`src/rtl/parameterized_substring_match_count_unit_macros.svh`:
```
// Assertion macros shared by the substring match counter.
`ifndef PARAMETERIZED_SUBSTRING_MATCH_COUNT_UNIT_MACROS_SVH
`define PARAMETERIZED_SUBSTRING_MATCH_COUNT_UNIT_MACROS_SVH

// Check that a condition implies a consequence in the same cycle.
`define PSMC_ASSERT_IMPL(label, ante, cons, msg) \
  label: assert property (@(posedge clk) disable iff (!rst_n) (ante) |-> (cons)) \
    else $error(msg);

// Check that a condition implies a consequence in the next cycle.
`define PSMC_ASSERT_NEXT(label, ante, cons, msg) \
  label: assert property (@(posedge clk) disable iff (!rst_n) (ante) |=> (cons)) \
    else $error(msg);

`endif

```
`src/rtl/psmc_pkg.sv`:
```
package psmc_pkg;

  // Command codes carried with each input item.
  typedef enum logic [1:0] {
    CMD_PATTERN = 2'd0,
    CMD_TEXT    = 2'd1,
    CMD_RESTART = 2'd2,
    CMD_NONE    = 2'd3
  } cmd_t;

  localparam int NUM_LETTERS = 26;
  localparam int LETTER_BITS = 5;
  localparam logic [LETTER_BITS-1:0] LETTER_MAX = 5'd25;
  localparam int OUT_COUNT_BITS = 24;
  localparam int POS_BITS = 24;

  // Control that travels along the cell row with a text letter.
  typedef struct packed {
    logic text_en;
    logic clear;
  } cell_ctl_t;

endpackage

```
`src/rtl/psmc_cell.sv`:
```
// One window cell: holds the text distance of one window slot and the
// pattern distance of the same slot, and shifts both to its neighbor.
module psmc_cell #(
  parameter int DIST_BITS = 7
) (
  input  logic                  clk,
  input  logic                  rst_n,
  input  psmc_pkg::cell_ctl_t   ctl,
  input  logic [DIST_BITS-1:0]  dist_in,
  output logic [DIST_BITS-1:0]  dist_out,
  input  logic                  pat_we,
  input  logic [DIST_BITS-1:0]  pat_in,
  output logic [DIST_BITS-1:0]  pat_out,
  input  logic [DIST_BITS-1:0]  off_k,
  input  logic                  active,
  output logic                  ok
);

  logic [DIST_BITS-1:0] win_r;
  logic [DIST_BITS-1:0] pat_r;
  logic [DIST_BITS-1:0] win_clip;

  // Text distance shift register slot.
  always_ff @(posedge clk) begin
    if (!rst_n || ctl.clear) begin
      win_r <= '0;
    end else if (ctl.text_en) begin
      win_r <= dist_in;
    end
  end

  // Pattern distance shift register slot; a new pattern letter enters at the
  // top, so pattern offsets line up with the window slots of the same cells.
  always_ff @(posedge clk) begin
    if (pat_we) begin
      pat_r <= pat_in;
    end
  end

  assign dist_out = win_r;
  assign pat_out = pat_r;
  assign win_clip = (win_r > off_k) ? '0 : win_r;
  assign ok = !active || (win_clip == pat_r);

endmodule

```
`src/rtl/parameterized_substring_match_count_unit.sv`:
```
// A text item is shifted into the cell row when it is accepted; then, in
// the EVAL state, it is compared across all cells and the result is put in
// the output register. No new item is taken in EVAL or while out is stalled.
// Pattern, restart and unused items give no result.
// Reset (rst_n low, synchronous) clears the pattern, window, counts and
// the output valid flag; there is no clearing pass.
module parameterized_substring_match_count_unit #(
  parameter int MAX_PATTERN = 64,
  parameter int COUNT_BITS = 24
) (
  input  logic        clk,
  input  logic        rst_n,
  input  logic        in_tvalid,
  output logic        in_tready,
  input  logic [7:0]  in_tdata,   // letter[4:0], zero fill
  input  logic [1:0]  in_tuser,   // cmd[1:0]
  input  logic        in_tlast,
  output logic        out_tvalid,
  input  logic        out_tready,
  output logic [31:0] out_tdata,  // window_match[0], match_count[24:1], zero fill
  output logic        out_tlast   // done_res
);

  localparam int DIST_BITS = $clog2(MAX_PATTERN + 1);
  localparam logic [DIST_BITS-1:0] NONE = DIST_BITS'(MAX_PATTERN);
  localparam logic [COUNT_BITS-1:0] CNT_MAX = '1;
  localparam logic [psmc_pkg::POS_BITS-1:0] POS_MAX = '1;

  typedef enum logic [1:0] {
    ST_IDLE = 2'b01,
    ST_EVAL = 2'b10
  } state_t;

  state_t state_r, state_nxt;
  logic accept;
  psmc_pkg::cmd_t cmd;
  logic [psmc_pkg::LETTER_BITS-1:0] letter_raw, letter;
  logic last_r;

  logic [DIST_BITS-1:0] plen_r;
  logic [DIST_BITS-1:0] pseen_r [psmc_pkg::NUM_LETTERS];
  logic [DIST_BITS-1:0] tseen_r [psmc_pkg::NUM_LETTERS];
  logic [psmc_pkg::POS_BITS-1:0] pos_r;
  logic [COUNT_BITS-1:0] cnt_r;
  logic [DIST_BITS-1:0] new_dist;
  logic [DIST_BITS-1:0] pat_dist;
  logic pat_app;
  psmc_pkg::cell_ctl_t ctl;

  logic [DIST_BITS-1:0] chain [MAX_PATTERN+1];
  logic [DIST_BITS-1:0] pchain [MAX_PATTERN+1];
  logic [MAX_PATTERN-1:0] cell_ok;
  logic hit;
  logic [COUNT_BITS-1:0] cnt_next;
  logic [psmc_pkg::OUT_COUNT_BITS-1:0] out_count;

  assign cmd = psmc_pkg::cmd_t'(in_tuser);
  assign letter_raw = in_tdata[4:0];
  assign letter = (letter_raw > psmc_pkg::LETTER_MAX) ? psmc_pkg::LETTER_MAX : letter_raw;
  assign in_tready = (state_r == ST_IDLE) && (!out_tvalid || out_tready);
  assign accept = in_tvalid && in_tready;
  assign pat_app = accept && (cmd == psmc_pkg::CMD_PATTERN) && (plen_r < NONE);
  assign pat_dist = (pseen_r[letter] < NONE) ? (plen_r - pseen_r[letter]) : '0;
  assign new_dist = (tseen_r[letter] < NONE) ? tseen_r[letter] : '0;

  assign ctl.text_en = accept && (cmd == psmc_pkg::CMD_TEXT);
  assign ctl.clear = (accept && (cmd == psmc_pkg::CMD_RESTART)) ||
                     (state_r == ST_EVAL && last_r);

  // State sequencing.
  always_comb begin
    state_nxt = state_r;
    unique case (state_r)
      ST_IDLE: if (ctl.text_en) state_nxt = ST_EVAL;
      ST_EVAL: state_nxt = ST_IDLE;
      default: state_nxt = ST_IDLE;
    endcase
  end

  always_ff @(posedge clk) begin
    if (!rst_n) begin
      state_r <= ST_IDLE;
    end else begin
      state_r <= state_nxt;
    end
  end

  // Pattern bookkeeping.
  always_ff @(posedge clk) begin
    if (!rst_n || (accept && cmd == psmc_pkg::CMD_RESTART)) begin
      plen_r <= '0;
      for (int i = 0; i < psmc_pkg::NUM_LETTERS; i++) pseen_r[i] <= NONE;
    end else if (pat_app) begin
      plen_r <= plen_r + 1'b1;
      pseen_r[letter] <= plen_r;
    end
  end

  // Text letter distances and position.
  always_ff @(posedge clk) begin
    if (!rst_n || ctl.clear) begin
      for (int i = 0; i < psmc_pkg::NUM_LETTERS; i++) tseen_r[i] <= NONE;
      pos_r <= '0;
    end else if (ctl.text_en) begin
      for (int i = 0; i < psmc_pkg::NUM_LETTERS; i++) begin
        if (i == int'(letter)) tseen_r[i] <= DIST_BITS'(1);
        else if (tseen_r[i] < NONE) tseen_r[i] <= tseen_r[i] + 1'b1;
      end
      if (pos_r < POS_MAX) pos_r <= pos_r + 1'b1;
    end
  end

  always_ff @(posedge clk) begin
    if (ctl.text_en) last_r <= in_tlast;
  end

  // Row of cells: the newest text and pattern distances enter at the top end.
  assign chain[MAX_PATTERN] = new_dist;
  assign pchain[MAX_PATTERN] = pat_dist;

  for (genvar g = 0; g < MAX_PATTERN; g++) begin : g_cell
    logic [DIST_BITS-1:0] off_k;
    logic active;
    // Cell g is window slot g; for length m it is offset k = g - (MAX - m).
    assign active = plen_r >= DIST_BITS'(MAX_PATTERN - g);
    assign off_k = plen_r - DIST_BITS'(MAX_PATTERN - g);
    psmc_cell #(.DIST_BITS(DIST_BITS)) u_cell (
      .clk(clk), .rst_n(rst_n), .ctl(ctl),
      .dist_in(chain[g+1]), .dist_out(chain[g]),
      .pat_we(pat_app), .pat_in(pchain[g+1]), .pat_out(pchain[g]),
      .off_k(off_k), .active(active), .ok(cell_ok[g])
    );
  end

  assign hit = (pos_r >= psmc_pkg::POS_BITS'(plen_r)) && (&cell_ok);
  assign cnt_next = (hit && cnt_r < CNT_MAX) ? cnt_r + 1'b1 : cnt_r;

  always_ff @(posedge clk) begin
    if (!rst_n || (accept && cmd == psmc_pkg::CMD_RESTART) ||
        (state_r == ST_EVAL && last_r)) begin
      cnt_r <= '0;
    end else if (state_r == ST_EVAL) begin
      cnt_r <= cnt_next;
    end
  end

  // The reported count is clamped to the width of its field.
  always_comb begin
    if (COUNT_BITS > psmc_pkg::OUT_COUNT_BITS &&
        (cnt_next >> psmc_pkg::OUT_COUNT_BITS) != '0) begin
      out_count = '1;
    end else begin
      out_count = psmc_pkg::OUT_COUNT_BITS'(cnt_next);
    end
  end

  // Output register.
  always_ff @(posedge clk) begin
    if (!rst_n) begin
      out_tvalid <= 1'b0;
    end else if (state_r == ST_EVAL) begin
      out_tvalid <= 1'b1;
    end else if (out_tready) begin
      out_tvalid <= 1'b0;
    end
  end

  always_ff @(posedge clk) begin
    if (state_r == ST_EVAL) begin
      out_tdata <= {7'd0, out_count, hit};
      out_tlast <= last_r;
    end
  end

  `include "parameterized_substring_match_count_unit_macros.svh"

  `PSMC_ASSERT_NEXT(a_eval_one, state_r == ST_EVAL, state_r == ST_IDLE, "eval longer than one cycle")
  `PSMC_ASSERT_NEXT(a_eval_out, state_r == ST_EVAL, out_tvalid, "eval gave no result")
  `PSMC_ASSERT_IMPL(a_plen, 1'b1, plen_r <= NONE, "pattern length overflow")

endmodule
```
`config.mk`:
```
export PLATFORM = sky130hd
export DESIGN_NAME = parameterized_substring_match_count_unit
export DESIGN_NICKNAME = d
export VERILOG_FILES = /design/src/rtl/psmc_pkg.sv /design/src/rtl/psmc_cell.sv /design/src/rtl/parameterized_substring_match_count_unit.sv
export VERILOG_INCLUDE_DIRS = /design/src /design/src/rtl
export SDC_FILE = /design/constraint.sdc
export NUM_CORES = 2
export LEC_CHECK = 0
export ABC_CLOCK_PERIOD_IN_PS = 21500
export BUFFER_PORTS_ARGS = -buffer_cell sky130_fd_sc_hd__buf_2
export CAP_MARGIN = 25
export CORE_ASPECT_RATIO = 0.9
export CORE_UTILIZATION = 30
export DETAILED_ROUTE_END_ITERATION = 8
export PLACE_DENSITY = 0.5
export SKIP_CTS_REPAIR_TIMING = 1
export SYNTH_ARGS = -nofsm -noshare
export SYNTH_HDL_FRONTEND = slang
export SYNTH_HIERARCHICAL = 1
export SYNTH_SLANG_ARGS = --single-unit
```
`constraint.sdc`:
```
create_clock -name clk -period 21.5 [get_ports clk]
set_clock_uncertainty 0.15 [all_clocks]
set_input_delay 3.225 -clock clk [delete_from_list [all_inputs] [get_ports clk]]
set_output_delay 3.225 -clock clk [all_outputs]
set_load 0.005 [all_outputs]
```
==> results.json <==
{
  "htree_levels": 4,
  "register_area_mm2": 0.03572,
  "grt_usage_pct": 19.58,
  "ys_seq_area_share_pct": 44.46,
  "worstMarginPinSlew_ns": 1.192,
  "ys_async_sr_fraction_pct": 0,
  "drt_wl_total_um": 272100,
  "synthFlopType": "edfxtp_1",
  "synth_seq_cells": 1358,
  "fin_ws_ns": 12.16,
  "viasPerCell": 5.385,
  "min_period_ns": 9.335,
  "antenna_found_initial": 12,
  "fin_hold_ws_ns": 0.3154,
  "maxCapViolCount": 0,
  "p_per_area_mw_per_mm2": 65.75,
  "fmax_mhz": 107.1,
  "place.gp.congestion": 0.9732,
  "area_growth_pct": 12.40,
  "final_util_pct": 34.05,
  "ioPinCount": 50,
  "ys_warn_count": 6,
  "place_hpwl_um": 191900,
  "fp.coreArea_mm2": 0.2652,
  "initial_core_util_pct": 30.30,
  "swShare_pct": 24.28,
  "p_int_mw": 4.496,
  "post-route-period-util_pct": 43.42,
  "port_buffers": 39,
  "fillers": 26910,
  "grt_pass1_wl_um": 404500,
  "crit_arrival_ns": 9.95,
  "final_nets": 9006,
  "first_pass_iters": 6,
  "ant_nets": 0,
  "p_leak_nw": 32.41,
  "slew_viol_final": 0,
  "min_path_type": "flip-flop to flip-flop",
  "critPathMaxFanout": 31,
  "synth_edf_count": 852,
  "chipHeight_um": 492.9,
  "syn_area_per_cell_um2": 9.595,
  "drt_iter0_markers": 6214,
  "vdd_drop_max_mv": 0.05777,
  "place_area_mm2": 0.08504,
  "crit_path_start_kind": "flip-flop",
  "critical_path.endpoint_type": "flip-flop",
  "grt_start_max_net_pins": 77,
  "worstPathRequired_ns": 22.12,
  "synth.distinct_cells": 77,
  "die-area_mm2": 0.2699,
  "grt_pass1_vias": 61330,
  "final_area_mm2": 0.09030,
  "cts_inserted_buffers": 167,
  "num_vias": 65340,
  "fp-row-count": 179,
  "fp.dieW_um": 547.5,
  "hold_viol": 0,
  "comb_power_share_pct": 5.4,
  "clock_sinks": 1358,
  "setup_viol": 0,
  "clkPwrFrac_pct": 46.1,
  "p_seq_share_pct": 48.5,
  "clk_latency_ns": 0.86,
  "drc": 0,
  "rsz0062_at_grt": "false",
  "p_sw_mw": 1.441,
  "routedWlPerCell_um": 22.43,
  "timing.slew.headroom_pct": 19.94,
  "critical_path_class": "flip-flop to flip-flop",
  "tns_ns": 0,
  "clk_pin_slew_ns": 0.06,
  "layout_commonest_cell": "nor2_1",
  "synth_area_mm2": 0.08034,
  "cts_tree": "done",
  "place_ws_ns": 12.48,
  "layout_common_cells": "nor2_1 (952), edfxtp_1 (852), inv_1 (683)",
  "clockBufferDepth": 4,
  "outcome": "complete, no violations",
  "syn_inst": 8373,
  "cts-root-buf": "clkbuf_16",
  "multi_input_area_mm2": 0.04131,
  "drive_gt1_share_pct": 5.221,
  "overflow": 0
}
## registers in the layout (all words and copies together), names as in the netlist, 2 cells and up
name / cells
cnt_r: 24
g_cell.u_cell/dist_out: 448
g_cell.u_cell/pat_out: 448
out_tdata: 25
plen_r: 7
pos_r: 24
pseen_r: 195
state_r: 2
tseen_r: 182
## final timing paths
kind / start / endpoint / slack, ns / cells after the start
setup / recovery: plen_r[3]$_SDFFE_PP0P_ / cnt_r[14]$_SDFFE_PP0P_ / 12.16 / 20
setup reg to reg: plen_r[3]$_SDFFE_PP0P_ / cnt_r[14]$_SDFFE_PP0P_ / 12.16 / 20
hold reg to reg: g_cell[60].u_cell/pat_out[3]$_DFFE_PP_ / g_cell[59].u_cell/pat_out[3]$_DFFE_PP_ / 0.32 / 0
hold / removal: g_cell[60].u_cell/pat_out[3]$_DFFE_PP_ / g_cell[59].u_cell/pat_out[3]$_DFFE_PP_ / 0.32 / 0
## worst max-delay path, stage by stage (launching register included)
cell,delay (ns)
dfxtp_1,0.90
buf_4,0.52
inv_2,0.26
ha_1,0.44
nand2_1,0.32
nand2_1,0.47
xnor2_1,0.79
inv_1,0.39
inv_1,0.16
ha_1,0.26
a21oi_1,0.13
o21ai_0,0.14
o21a_1,0.23
a211o_1,0.26
a31oi_1,0.23
nand4_1,0.25
nor4_1,0.86
nand4_1,0.80
a2111o_1,0.96
or4_1,0.52
a21oi_1,0.15
## layout make-up
class	count	share of cell area (%)
Clock inverter	64	0.5460
Sequential cell	1358	39.56
Multi-Input combinational cell	6100	45.75
Antenna cell	6	0.01663
Clock buffer	231	5.128
Tap cell	3529	4.890
Inverter	693	2.903
Timing Repair Buffer	154	1.199
## power groups by stage
stage | Sequential (mW) | Clock (mW) | Combinational (mW)
after floorplan | 2.92 | 0 | 0.207
after global placement | 2.93 | 0 | 0.311
after detailed placement | 2.93 | 0 | 0.318
after CTS | 2.88 | 2.80 | 0.319
after global routing | 2.88 | 2.90 | 0.348
final | 2.88 | 2.74 | 0.323
## cell families after synthesis
kind of cell,share of synthesized area [%]
buffers and inverters,4.464
AOI/OAI and AO/OA,15.72
and+or+nand+nor,16.75
muxes,6.269
DFF,44.46
other,0.004668
adders and majority gates,8.061
xor gates and xnor gates,4.274
## cells in the mapped netlist (174+ instances only)
library cell  instances  area [µm²]
xnor2_1             339        2969
inv_1               689        2586
ha_1                516        6456
nand3_1             175       875.8
dfxtp_1             506       10130
a21boi_0            320        2402
nand2b_1            455        2846
o21ai_0             387        1937
nor2_1              954        3581
a21oi_1             521        2608
edfxtp_1            852       25580
mux2i_1             493        4935
clkbuf_1            174       653.1
nand2_1             458        1719
## metal layers
layer | wire, µm | share of wire [%] | track usage (%) | up-vias
met5 | 22 | 0.0081 | 0 | -
met4 | 10570 | 3.9 | 7.280 | 4
met3 | 18550 | 6.8 | 2.905 | 472
met2 | 115700 | 42 | 29.41 | 2296
met1 | 127300 | 47 | 28.24 | 32070
li1 | - | - | - | 30500
## metrics by stage
stage,power [mW],cells
2_1_floorplan,3.126,8393
4_1_cts,5.994,12110
5_1_grt,6.130,12130
6_report,5.937,12140
3_3_place_gp,3.241,11810
3_5_place_dp,3.249,11820
No activity file was read; power rests on OpenSTA's default activity.
